`config.mk`:
```
export PLATFORM = sky130hd
export DESIGN_NAME = twi_slave_frame_checksum_receiver_core
export DESIGN_NICKNAME = d
export VERILOG_FILES = /design/src/design/twicr_pkg.sv /design/src/design/twi_slave_frame_checksum_receiver_core.sv
export SDC_FILE = /design/constraint.sdc
export NUM_CORES = 1
export LEC_CHECK = 0
export BUFFER_PORTS_ARGS = -buffer_cell sky130_fd_sc_hd__buf_2
export CORE_ASPECT_RATIO = 1.5
export CORE_MARGIN = 8
export CORE_UTILIZATION = 45
export DETAILED_ROUTE_END_ITERATION = 6
export PLACE_DENSITY = 0.68
export SYNTH_ARGS = -nofsm -noshare
export SYNTH_HDL_FRONTEND = slang
export SYNTH_SLANG_ARGS = --single-unit
```
`constraint.sdc`:
```
create_clock -name aclk -period 3.7 [get_ports aclk]
set_input_delay 0.185 -clock aclk [delete_from_list [all_inputs] [get_ports aclk]]
set_output_delay 0.185 -clock aclk [all_outputs]
set_load 0.005 [all_outputs]
```
`src/design/twicr_pkg.sv`:
```
// Shared types, codes and microcode program for the frame checksum receiver.
`default_nettype none

package twicr_pkg;

    typedef logic [7:0] byte_t;

    // Request op codes
    localparam logic [1:0] OP_ADDR = 2'd0;
    localparam logic [1:0] OP_DATA = 2'd1;
    localparam logic [1:0] OP_TICK = 2'd2;

    // Configuration register indexes
    localparam logic CFG_LINK_RELOAD  = 1'b0;
    localparam logic CFG_ERROR_RELOAD = 1'b1;

    // Reset values of the reload registers
    localparam byte_t LINK_RELOAD_RST  = 8'd20;
    localparam byte_t ERROR_RELOAD_RST = 8'd100;

    // Sequencer step addresses
    localparam int unsigned STEP_W = 2;
    typedef logic [STEP_W-1:0] step_t;
    localparam step_t STEP_FETCH = 2'd0;
    localparam step_t STEP_SUM   = 2'd1;
    localparam step_t STEP_CMP   = 2'd2;
    localparam step_t STEP_EMIT  = 2'd3;

    // Datapath actions
    typedef logic [1:0] act_t;
    localparam act_t ACT_FETCH = 2'd0;
    localparam act_t ACT_SUM   = 2'd1;
    localparam act_t ACT_CMP   = 2'd2;
    localparam act_t ACT_EMIT  = 2'd3;

    // Jump conditions
    typedef logic [1:0] cond_t;
    localparam cond_t COND_CHECKSUM = 2'd0;  // data byte lands at position 0
    localparam cond_t COND_IDX_END  = 2'd1;  // index reached last payload byte
    localparam cond_t COND_MATCH    = 2'd2;  // sum equals checksum byte

    typedef struct packed {
        act_t  act;
        cond_t cond;
        step_t jmp;   // next step when the condition holds
        step_t nxt;   // next step otherwise
    } ucode_t;

    function automatic ucode_t ucode_rom(input step_t step);
        ucode_t w;
        case (step)
            STEP_FETCH: w = '{act: ACT_FETCH, cond: COND_CHECKSUM,
                              jmp: STEP_SUM,  nxt: STEP_FETCH};
            STEP_SUM:   w = '{act: ACT_SUM,   cond: COND_IDX_END,
                              jmp: STEP_CMP,  nxt: STEP_SUM};
            STEP_CMP:   w = '{act: ACT_CMP,   cond: COND_MATCH,
                              jmp: STEP_EMIT, nxt: STEP_FETCH};
            STEP_EMIT:  w = '{act: ACT_EMIT,  cond: COND_IDX_END,
                              jmp: STEP_FETCH, nxt: STEP_EMIT};
            default:    w = '{act: ACT_FETCH, cond: COND_CHECKSUM,
                              jmp: STEP_FETCH, nxt: STEP_FETCH};
        endcase
        return w;
    endfunction

endpackage

`default_nettype wire

```
`src/design/twi_slave_frame_checksum_receiver_core.sv`:
```
// Top level: slave frame receiver with additive checksum and link watchdog.
// Results: a status result is valid in the cycle after its request is taken; a checksum
//   byte is summed over the payload in SUM, then compared in CMP, which loads a bad result.
// Throughput: 1 request per cycle for status requests while the result slot is free; a good
//   frame holds the sequencer for serial sum, compare, then one result per cycle as taken.
// Reset: aresetn sync active low; clears buffer, position, flag; loads default reloads.
`default_nettype none

module twi_slave_frame_checksum_receiver_core
    import twicr_pkg::*;
#(
    parameter int unsigned FRAME_PAYLOAD = 10   // payload bytes per frame, 1..15
) (
    input  wire logic        aclk,
    input  wire logic        aresetn,

    // configuration write port
    input  wire logic        cfg_wr_en,
    input  wire logic        cfg_index,
    input  wire logic [7:0]  cfg_wdata,

    // request channel
    input  wire logic        s_valid,
    output logic             s_ready,
    input  wire logic [1:0]  s_op,
    input  wire logic [7:0]  s_data,

    // result channel
    output logic             m_valid,
    input  wire logic        m_ready,
    output logic [3:0]       m_byte_index,
    output logic [7:0]       m_byte_value,
    output logic             m_last,
    output logic             m_frame_ok,
    output logic             m_frame_bad,
    output logic             m_link_timeout,
    output logic             m_no_link
);

    // Index covers positions 0..FRAME_PAYLOAD of the frame buffer.
    localparam int unsigned IDX_W = $clog2(FRAME_PAYLOAD + 1);
    localparam int unsigned DEPTH = FRAME_PAYLOAD + 1;
    localparam logic [IDX_W-1:0] IDX_LAST = IDX_W'(FRAME_PAYLOAD);
    localparam logic [IDX_W-1:0] IDX_ONE  = IDX_W'(1);

    // ------------------------------------------------------------------
    // State
    // ------------------------------------------------------------------
    byte_t            link_reload_reg, error_reload_reg;
    byte_t            link_cnt_reg, link_cnt_next;
    byte_t            err_cnt_reg, err_cnt_next;
    logic             no_link_reg, no_link_next;
    logic [IDX_W-1:0] pos_reg, pos_next;
    logic [IDX_W-1:0] idx_reg, idx_next;
    byte_t            sum_reg, sum_next;
    step_t            step_reg, step_next;
    byte_t            buf_reg [DEPTH];

    // output register
    logic             m_valid_reg, m_valid_next;
    logic [3:0]       out_index_reg;
    byte_t            out_value_reg;
    logic             out_last_reg, out_ok_reg, out_bad_reg;
    logic             out_timeout_reg, out_nolink_reg;

    // ------------------------------------------------------------------
    // Sequencer control
    // ------------------------------------------------------------------
    ucode_t           ctrl;
    logic             slot_free;   // output register empty or draining
    logic             go;          // current step completes this cycle
    logic             cond_true;
    logic             buf_wr_en;
    byte_t            buf_rd;      // buffer byte at the loop index
    logic             out_load;
    logic [3:0]       out_index;
    byte_t            out_value;
    logic             out_last, out_ok, out_bad;

    assign ctrl      = ucode_rom(step_reg);
    assign slot_free = !m_valid_reg || m_ready;
    assign buf_rd    = buf_reg[idx_reg];
    assign s_ready   = (ctrl.act == ACT_FETCH) && slot_free;

    // jump condition selected by the control word
    always_comb begin
        case (ctrl.cond)
            COND_CHECKSUM: cond_true = (s_op == OP_DATA) && (pos_reg == '0);
            COND_IDX_END:  cond_true = (idx_reg == IDX_LAST);
            COND_MATCH:    cond_true = (sum_reg == buf_reg[0]);
            default:       cond_true = 1'b0;
        endcase
    end

    // datapath actions
    always_comb begin
        go            = 1'b0;
        buf_wr_en     = 1'b0;
        pos_next      = pos_reg;
        idx_next      = idx_reg;
        sum_next      = sum_reg;
        link_cnt_next = link_cnt_reg;
        err_cnt_next  = err_cnt_reg;
        no_link_next  = no_link_reg;
        out_load      = 1'b0;
        out_index     = 4'd0;
        out_value     = 8'd0;
        out_last      = 1'b1;
        out_ok        = 1'b0;
        out_bad       = 1'b0;

        case (ctrl.act)
            ACT_FETCH: begin
                go = s_valid && slot_free;
                if (go) begin
                    idx_next = IDX_ONE;
                    sum_next = 8'd0;
                    case (s_op)
                        OP_ADDR: begin
                            pos_next = IDX_LAST;
                            out_load = 1'b1;
                        end
                        OP_DATA: begin
                            buf_wr_en = 1'b1;
                            if (pos_reg != '0) begin
                                pos_next = pos_reg - IDX_ONE;
                                out_load = 1'b1;
                            end
                        end
                        OP_TICK: begin
                            if (link_cnt_reg != 8'd0) begin
                                link_cnt_next = link_cnt_reg - 8'd1;
                            end
                            if (err_cnt_reg != 8'd0) begin
                                err_cnt_next = err_cnt_reg - 8'd1;
                            end else begin
                                no_link_next = 1'b1;
                            end
                            out_load = 1'b1;
                        end
                        default: begin
                            out_load = 1'b1;
                        end
                    endcase
                end
            end
            ACT_SUM: begin
                go       = 1'b1;
                sum_next = sum_reg + buf_rd;
                idx_next = idx_reg + IDX_ONE;
            end
            ACT_CMP: begin
                go = slot_free;
                if (go) begin
                    idx_next = IDX_ONE;
                    if (cond_true) begin
                        link_cnt_next = link_reload_reg;
                        err_cnt_next  = error_reload_reg;
                    end else begin
                        out_load = 1'b1;
                        out_bad  = 1'b1;
                    end
                end
            end
            ACT_EMIT: begin
                go = slot_free;
                if (go) begin
                    out_load  = 1'b1;
                    out_index = 4'(idx_reg);
                    out_value = buf_rd;
                    out_last  = cond_true;
                    out_ok    = 1'b1;
                    idx_next  = idx_reg + IDX_ONE;
                end
            end
            default: begin
                go = 1'b0;
            end
        endcase

        step_next = go ? (cond_true ? ctrl.jmp : ctrl.nxt) : step_reg;
    end

    // result valid: set on load, cleared when taken
    always_comb begin
        if (out_load) begin
            m_valid_next = 1'b1;
        end else if (m_ready) begin
            m_valid_next = 1'b0;
        end else begin
            m_valid_next = m_valid_reg;
        end
    end

    // ------------------------------------------------------------------
    // Registers
    // ------------------------------------------------------------------
    always_ff @(posedge aclk) begin
        if (!aresetn) begin
            link_reload_reg  <= LINK_RELOAD_RST;
            error_reload_reg <= ERROR_RELOAD_RST;
            link_cnt_reg     <= LINK_RELOAD_RST;
            err_cnt_reg      <= ERROR_RELOAD_RST;
            no_link_reg      <= 1'b0;
            pos_reg          <= '0;
            idx_reg          <= '0;
            sum_reg          <= 8'd0;
            step_reg         <= STEP_FETCH;
            m_valid_reg      <= 1'b0;
        end else begin
            if (cfg_wr_en) begin
                case (cfg_index)
                    CFG_LINK_RELOAD:  link_reload_reg  <= cfg_wdata;
                    CFG_ERROR_RELOAD: error_reload_reg <= cfg_wdata;
                    default:          link_reload_reg  <= link_reload_reg;
                endcase
            end
            link_cnt_reg <= link_cnt_next;
            err_cnt_reg  <= err_cnt_next;
            no_link_reg  <= no_link_next;
            pos_reg      <= pos_next;
            idx_reg      <= idx_next;
            sum_reg      <= sum_next;
            step_reg     <= step_next;
            m_valid_reg  <= m_valid_next;
        end
    end

    // Frame buffer: reset to zero since a checksum may arrive before any address.
    always_ff @(posedge aclk) begin
        if (!aresetn) begin
            for (int i = 0; i < DEPTH; i++) begin
                buf_reg[i] <= 8'd0;
            end
        end else if (buf_wr_en) begin
            buf_reg[pos_reg] <= s_data;
        end
    end

    // Result payload; status bits show counter state after this request.
    always_ff @(posedge aclk) begin
        if (out_load) begin
            out_index_reg   <= out_index;
            out_value_reg   <= out_value;
            out_last_reg    <= out_last;
            out_ok_reg      <= out_ok;
            out_bad_reg     <= out_bad;
            out_timeout_reg <= (link_cnt_next == 8'd0);
            out_nolink_reg  <= no_link_next;
        end
    end

    assign m_valid        = m_valid_reg;
    assign m_byte_index   = out_index_reg;
    assign m_byte_value   = out_value_reg;
    assign m_last         = out_last_reg;
    assign m_frame_ok     = out_ok_reg;
    assign m_frame_bad    = out_bad_reg;
    assign m_link_timeout = out_timeout_reg;
    assign m_no_link      = out_nolink_reg;

endmodule

`default_nettype wire

```
==> results_dict.tcl, run 1 <==
set metrics [dict create \
    synth_area_leaders "edfxtp_1 (44%), dfxtp_1 (14%), mux4_2 (9.7%), nor2_1 (4.5%), nand2_1 (3.1%)" \
    synth_edf_count 137 \
    synth_compound_area_share_pct 7.93 \
    synth_area_leader_cell "edfxtp_1" \
    cp-start-kind "register" \
    arrival_ns 3.86 \
    power_mw 5.49 \
    yosys.area.top_type_share_pct 44.2 \
    grtUsageTotal_pct 17.7 \
    drc 0 \
    min_path_type "input pin to register" \
    end_kind "register" \
    rr_endpoint "sum_reg[7]" \
    crit_family "multiplexers" \
    clock_skew_ns 0.0131 \
    io_buffers 42 \
    clock_path_buffers 3 \
    synth_xor_xnor_area_share_pct 1.50 \
    period_minus_slack_ns 3.48 \
    worst-path-max-fanout 11 \
    drtIter0Drc 408 \
    largest_reg_flops 128 \
    boundaryPins 43 \
    slew_headroom_pct 48.3 \
    cap_violations 0 \
    synth_mux_area_share_pct 10.7 \
    grt_pass1_vias 6433 \
    antenna_left 0 \
    worst_slew_pin_slew_ns 0.776 \
    routed_wl_um 22800 \
    syn_nets 829 \
    ys.flop_type "edfxtp_1" \
    final_core_util_pct 52.6 \
    finalMaxSlewViolations 0 \
    antenna_found_initial 0 \
    detail_route.wl_per_cell_um 20.2 \
    firstDrtPassIters 6 \
    path_clk_slew_ns 0.07 \
    cp_slowest_cell "mux4_2" \
    grt_max_degree 36 \
    hold-path-endpoint "buf_reg[8][5]" \
    synth_adder_area_share_pct 2.90 \
    wl_met1_um 7970 \
    hp-start "s_data[5]" \
    setup_violations 0 \
    timing.final.crit_share_pct 94.0 \
    hold_path_depth 2 \
    path_class "register to register" \
    p_leak_nw 3.95 \
    hold_violations 0 \
    post_route_cells_drive_above_1_share_pct 19.5 \
    clock-root-buffer "clkbuf_16" \
    critPathMaxStageDelay_ns 0.52 \
    synthCells 784 \
    cts_inserted_buffers 20 \
    coreArea_um2 20300 \
    fmax_mhz 287 \
    rsz0062_at_grt "no" \
    path_cells "buf_4 -> buf_4 -> mux4_2 -> mux4_2 -> ha_1 -> nand2_1 -> o21ai_0 -> o41ai_2 -> xnor2_1 -> and4b_1 -> a311o_1" \
    die_area_um2 25600 \
    layout_common_cells "edfxtp_1 (137), nor2_1 (111), nand2_1 (77)" \
    die_x_um 133 \
    synth_top_family_by_area "simple AND/OR/NAND/NOR gates" \
    r2r_setup_slack_ns 0.22 \
    initial_utilization_pct 45.8 \
    cp.required_ns 4.08 \
    synth_area_um2 9310 \
    ys_warn_count 0 \
    wl_met2_um 12800 \
    antenna_cells 0 \
    area_delta_synth_final_pct 15.0 \
    h-tree-depth 1 \
    vias 6342 \
    post_cts_buffers 0 \
    clock_latency_ns 0.50 \
    ys_async_sr_fraction_pct 0 \
    ir_drop_mv 0.347 \
    whs_ns 0.0202 \
    rr_worst_depth 11 \
    hpwl_um 17500 \
    synth_cell_types 65 \
    p_per_area_nw_per_um2 512 \
    synth_seq_cells 201 \
    grt-ovfl-total 0 \
    syn_avg_cell_area_um2 11.9 \
    clock_sinks 201 \
    cp_num_buf_inv 2 \
    final_common_cell "edfxtp_1" \
    top_layer_used "met4" \
    fin_nets 897 \
    vias_per_cell 5.61 \
    grt_first_pass_wirelength_um 35300 \
    num_rows 64 \
    synth_simple_gate_area_share_pct 16.1 \
    die_h_um 192 \
    gp_congestion 0.874 \
    met3_length_um 959 \
    fin_tns_setup_ns 0 \
    ys_seq_area_share_pct 57.9 \
    status "completed" \
    cts_tree "yes" \
]
-- cells in the mapped netlist, drive strengths merged, types with 15 or more instances --
library cell	count
buf	17
inv	25
ha	20
and2	34
clkbuf	27
nor2	111
nor3	16
a21oi	41
o21ai	27
nand2	77
edfxtp	137
mux4	40
nand3	15
dfxtp	64
-- kinds of logic (layout without fill, tap and decap cells) --
logic type | count (synthesis) | in the layout
and+or+nand+nor | 312 | 312
DFF | 201 | 201
AOI/OAI and AO/OA | 116 | 116
buffers and inverters | 69 | 151
muxes | 49 | 49
adders and majority gates | 21 | 21
xor gates and xnor gates | 16 | 16
-- worst reg2reg max path: cells and delay by family, from the launching register on --
kind	cells	cell delay, ns
compound gates	3	0.63
mux	2	1.02
fa+ha+maj	1	0.37
flops	1	0.48
xor+xnor	1	0.14
buf+inv	2	0.45
simple gates	2	0.26
-- final cells by class --
type	count	area, µm²
fill	1766	9630
sequential	201	5400
multi-input combinational	514	3650
timing repair buffer	90	603
clock buffer	25	541
tap	264	330
inverter	25	93.8
clock inverter	11	90.1
-- metrics by stage --
step / cells / setup WS, ns / instance area, µm²
detailed placement: 1086 / 0.0466 / 9990
CTS: 1130 / 0.0190 / 10700
global route: 1130 / 0.00532 / 10700
global placement: 1086 / 0.0965 / 9990
floorplan: 784 / 0.0186 / 9320
finish: 1130 / 0.221 / 10700
-- how the worst max path moves through the flow --
stage,start,to,slack [ns],cells after the start
final,register,sum_reg[7],0.22,11
after CTS,register,sum_reg[7],0.02,11
after global routing,register,sum_reg[7],0.005,11
after detailed placement,register,sum_reg[7],0.05,11
after floorplan,register,sum_reg[7],0.02,12
after global placement,register,sum_reg[7],0.1,11
-- where the power goes --
part / internal (mW) / leakage [nW] / switching [mW]
logic: 0.396 / 1.73 / 0.516
registers: 2.53 / 1.91 / 0.0864
clock network: 1.11 / 0.309 / 0.845
-- routing by layer --
metal	up-vias	global-route usage, %
met5	-	0
met4	0	9.28
met3	69	2.30
met2	199	35.0
met1	3059	17.5
li1	3015	-
-- repair_timing --
action                                  CTS  global route
gates resized for setup                   0             2
endpoints found under the setup margin    0             1
hold endpoints to repair                 16             0
hold buffers                              8             0
Note: power is estimated with default switching activity, not from simulation.
==> inputs of run 2 (changes only) <==
CTS_BUF_LIST = sky130_fd_sc_hd__clkbuf_2   (was unset)
==> results_dict.tcl, run 2 (synthesis results as in run 1) <==
set metrics [dict create \
    arrival_ns 4.05 \
    whs_ns 0.270 \
    largest_reg_flops 128 \
    clock_sinks 201 \
    cap_violations 0 \
    wl_met1_um 8100 \
    clock_path_buffers 3 \
    fin_nets 954 \
    status "completed" \
    die_h_um 192 \
    p_per_area_nw_per_um2 455 \
    worst_slew_pin_slew_ns 0.775 \
    fmax_mhz 289 \
    p_int_mw 3.46 \
    grt_max_degree 36 \
    grtUsageTotal_pct 18.1 \
    cp_slowest_cell "mux4_2" \
    boundaryPins 43 \
    initial_utilization_pct 45.8 \
    cts_tree "yes" \
    die_area_um2 25600 \
    clock_latency_ns 0.73 \
    area_delta_synth_final_pct 15.9 \
    p_leak_nw 4.08 \
    final_common_cell "edfxtp_1" \
    grt_first_pass_wirelength_um 36200 \
    finalMaxSlewViolations 0 \
    rsz0062_at_grt "no" \
    wl_met2_um 13200 \
    antenna_left 0 \
    grt-ovfl-total 0 \
    coreArea_um2 20300 \
    slew_headroom_pct 48.4 \
    timing.final.crit_share_pct 93.5 \
    routed_wl_um 23300 \
    period_minus_slack_ns 3.46 \
    critPathMaxStageDelay_ns 0.52 \
    gp_congestion 0.874 \
    vias_per_cell 5.49 \
    crit_family "multiplexers" \
    detail_route.wl_per_cell_um 19.3 \
    h-tree-depth 2 \
    setup_violations 0 \
    hold_violations 0 \
    clockPowerShare_pct 27.7 \
    end_kind "register" \
    grt_pass1_vias 6832 \
    hpwl_um 17500 \
    io_buffers 42 \
    worst-path-max-fanout 11 \
    drc 0 \
    firstDrtPassIters 5 \
    multi_input_area_um2 3650 \
    num_rows 64 \
    top_layer_used "met4" \
    ir_drop_mv 0.199 \
    post_route_cells_drive_above_1_share_pct 22.8 \
    path_class "register to register" \
    power_switching_mw 1.45 \
    min_path_type "input pin to register" \
    met3_length_um 901 \
    cp_num_buf_inv 2 \
    p_sw_share_pct 29.6 \
    die_x_um 133 \
    pwr-share-seq_pct 53.2 \
    cp.required_ns 4.29 \
    fillCellCount 1789 \
    clock_skew_ns 0.0478 \
    drtIter0Drc 522 \
    antenna_found_initial 1 \
    vias 6636 \
    cts_inserted_buffers 47 \
    combPwrFrac_pct 19.1 \
    fin_tns_setup_ns 0 \
    layout_common_cells "edfxtp_1 (137), nor2_1 (111), nand2_1 (77)" \
    cp-start-kind "register" \
    path_clk_slew_ns 0.10 \
    seq_area_um2 5400 \
    clock-root-buffer "clkbuf_2" \
    path_cells "buf_4 -> buf_4 -> mux4_2 -> mux4_2 -> ha_1 -> nand2_1 -> o21ai_0 -> o41ai_2 -> xnor2_1 -> and4b_1 -> a311o_1" \
]
==> run 2: cell count changes in the layout (fill, tap and decap cells not counted), sizes merged <==
cell,change
clkbuf,+46
dlygate4sd3,+30
clkinv,+3
bufinv,-1
diode,+1
==> run 2: worst paths after layout <==
kind | startpoint | end | slack [ns] | cells after the start
worst max-delay path | register | sum_reg[7] | 0.24 | 11
worst min register to register | link_reload_reg[3] | link_reload_reg[3] | 0.46 | 2
worst max register to register | register | sum_reg[7] | 0.24 | 11
worst min-delay path | cfg_wdata[3] | error_reload_reg[3] | 0.27 | 4
==> run 2: final cells by class <==
cell class | count | share of cell area (%)
multi-input cells | 514 | 33.8
inverters | 25 | 0.869
diodes | 1 | 0.0232
clock buffers | 71 | 3.29
flip-flops and latches | 201 | 50.0
repair buffers | 120 | 8.37
clock inverters | 13 | 0.556
well taps | 264 | 3.06
==> run 2: metrics by stage <==
stage / setup slack, ns / area [µm²] / util, % / cells / power (mW)
6_report: 0.239 / 10800 / 53.1 / 1209 / 4.91
4_1_cts: 0.0357 / 10800 / 53.0 / 1208 / 4.96
5_1_grt: 0.00351 / 10800 / 53.1 / 1209 / 5.15
2_1_floorplan: 0.0186 / 9320 / - / 784 / 3.25
3_3_place_gp: 0.0965 / 9990 / 49.1 / 1086 / 3.55
3_5_place_dp: 0.0466 / 9990 / 49.1 / 1086 / 3.57
==> run 2: power groups by stage <==
stage,sequential [mW],clock (mW),combinational [mW]
6_report,2.61,1.36,0.936
5_1_grt,2.63,1.50,1.02
4_1_cts,2.61,1.40,0.938
3_5_place_dp,2.66,0,0.903
3_3_place_gp,2.66,0,0.893
2_1_floorplan,2.63,0,0.622
==> run 2: routing by layer <==
metal,global-route usage [%],vias to the layer above
li1,-,3161
met1,17.4,3211
met3,2.67,64
met2,35.8,200
met5,0,-
met4,9.97,0
==> run 2: worst reg2reg max path, delay by kind of cell, from the launching register on <==
| family | cells | cell delay (ns) |
|---|---|---|
| XOR/XNOR | 1 | 0.14 |
| buffers and inverters | 2 | 0.45 |
| flip-flops | 1 | 0.48 |
| AND/OR/NAND/NOR | 2 | 0.27 |
| multiplexers | 2 | 1.02 |
| AO/OA/AOI/OAI | 3 | 0.64 |
| adder cells (fa/ha/maj) | 1 | 0.37 |
==> run 2: what timing repair did <==
| action | CTS | global route |
|---|---|---|
| setup buffers | 0 | 0 |
| hold buffers | 38 | 0 |
| resized for setup | 0 | 2 |
| endpoints found under the setup margin | 0 | 1 |
| endpoints found under the hold margin | 59 | 0 |
==> inputs of run 3 (changes only) <==
PLACE_DENSITY = unset   (was 0.68)
==> results_dict.tcl, run 3 (synthesis results as in run 1) <==
set metrics [dict create \
    status "completed" \
    worst-path-max-fanout 22 \
    vias 6842 \
    grt_pass1_vias 7069 \
    period_minus_slack_ns 3.55 \
    p_per_area_nw_per_um2 472 \
    coreArea_um2 20300 \
    clock_path_buffers 3 \
    cts_tree "yes" \
    endpoint "sum_reg[7]" \
    clock_skew_ns 0.0839 \
    routed_wl_um 25200 \
    antenna_found_initial 1 \
    fin_tns_setup_ns 0 \
    rr_endpoint "sum_reg[7]" \
    final_core_util_pct 53.0 \
    cp_slowest_cell "mux4_2" \
    min_path_type "input pin to register" \
    detail_route.wl_per_cell_um 20.9 \
    firstDrtPassIters 5 \
    crit_top_cell "mux4_2" \
    post_route_cells_drive_above_1_share_pct 20.8 \
    fin_nets 944 \
    cts_resized 0 \
    grt-ovfl-total 0 \
    cts_inserted_buffers 48 \
    die_x_um 133 \
    arrival_ns 4.26 \
    grtUsageTotal_pct 20.1 \
    end_kind "register" \
    clock_sinks 201 \
    ir_drop_mv 0.274 \
    final_common_cell "edfxtp_1" \
    grt_max_degree 39 \
    rr_worst_depth 11 \
    grt_first_pass_wirelength_um 39500 \
    setup_violations 0 \
    boundaryPins 43 \
    crit_cells 11 \
    timing.final.crit_share_pct 95.9 \
    r2r_setup_slack_ns 0.15 \
    drtIter0Drc 561 \
    antenna_left 0 \
    io_buffers 42 \
    largest_reg_flops 128 \
    gp_congestion 0.911 \
    cp.required_ns 4.41 \
    slew_headroom_pct 18.1 \
    path_cells "buf_12 -> mux4_2 -> mux4_2 -> ha_1 -> a21o_1 -> a21oi_1 -> o21ai_0 -> o41ai_1 -> xnor2_1 -> and4b_1 -> a311o_1" \
    post_cts_buffers 0 \
    h-tree-depth 2 \
    hold_violations 0 \
    p_leak_nw 4.03 \
    path_class "register to register" \
    drc 0 \
    cp-start-kind "register" \
    initial_utilization_pct 45.8 \
    layout_common_cells "edfxtp_1 (137), nor2_1 (111), nand2_1 (77)" \
    cp_num_buf_inv 1 \
    critPathMaxStageDelay_ns 0.53 \
    fmax_mhz 282 \
    fillCellCount 1791 \
    cap_violations 0 \
    crit_family "compound AO/OA/AOI/OAI gates" \
    worst_slew_pin_slew_ns 1.23 \
    clock-root-buffer "clkbuf_2" \
    path_clk_slew_ns 0.13 \
    die_h_um 192 \
    finalMaxSlewViolations 0 \
    num_rows 64 \
    vias_per_cell 5.68 \
    die_area_um2 25600 \
    clock_latency_ns 0.84 \
    rsz0062_at_grt "no" \
    area_delta_synth_final_pct 15.8 \
    hpwl_um 17900 \
]
==> run 3: cell types whose count changed in the layout (fill, tap and decap cells not counted), sizes merged <==
cell,previous run,this run
clkinv,12,25
inv,25,26
buf,82,69
clkbuf,71,61
dlygate4sd3,38,40
bufinv,0,2
==> run 3: worst min path at each step <==
| stage | from | endpoint | slack [ns] | depth (start not counted) |
|---|---|---|---|---|
| finish | cfg_wdata[6] | link_reload_reg[6] | 0.21 | 4 |
| global route | cfg_wdata[6] | link_reload_reg[6] | 0.16 | 4 |
| CTS | cfg_wdata[4] | error_reload_reg[4] | 0.16 | 4 |
| detailed placement | cfg_wdata[2] | link_reload_reg[2] | 0.43 | 3 |
| global placement | cfg_wdata[2] | link_reload_reg[2] | 0.42 | 3 |
| floorplan | cfg_wdata[5] | error_reload_reg[5] | 0.31 | 2 |
==> run 3: area by class of cell <==
cell class              count  area (µm²)  area share (%)
clock inverters            29         170            1.58
diodes                      1        2.50          0.0232
multi-input cells         514        3640            33.8
clock buffers              61         305            2.83
inverters                  25        93.8           0.870
flip-flops and latches    201        5400            50.1
repair buffers            109         838            7.78
well taps                 264         330            3.06
==> run 3: what timing repair did <==
item | 4_1_cts | 5_1_grt
endpoints found under the hold margin | 93 | 0
hold buffers | 40 | 0
endpoints found under the setup margin | 0 | 0
==> run 3: worst register-to-register path, cell delays in order, from the launching register on <==
cell	delay (ns)
dfxtp_2	0.36
buf_12	0.20
mux4_2	0.54
mux4_2	0.52
ha_1	0.29
a21o_1	0.16
a21oi_1	0.23
o21ai_0	0.16
o41ai_1	0.38
xnor2_1	0.13
and4b_1	0.22
a311o_1	0.26
==> run 3: power breakdown <==
part | internal [mW] | switching, mW | leakage (nW)
Clock | 0.608 | 0.927 | 0.335
Sequential | 2.52 | 0.0810 | 1.91
Combinational | 0.400 | 0.542 | 1.78
Total | 3.53 | 1.55 | 4.03
==> run 3: per-layer routing <==
metal | GRT usage (%) | up-vias | part of all wire, %
met4 | 10.1 | 0 | 4.1
met1 | 20.6 | 3391 | 36
met2 | 38.0 | 238 | 55
met3 | 3.64 | 63 | 4.7
li1 | - | 3150 | -
met5 | 0 | - | 0
==> run 3: through the flow <==
stage | instances | hold WS, ns | setup WS [ns] | area [µm²] | power (mW)
finish | 1204 | 0.215 | 0.153 | 10800 | 5.08
global route | 1204 | 0.159 | 0.0216 | 10800 | 5.34
CTS | 1203 | 0.155 | 0.180 | 10800 | 5.12
detailed placement | 1073 | 0.432 | 0.203 | 9900 | 3.56
global placement | 1073 | 0.422 | 0.238 | 9900 | 3.54
floorplan | 784 | 0.309 | 0.0186 | 9320 | 3.25
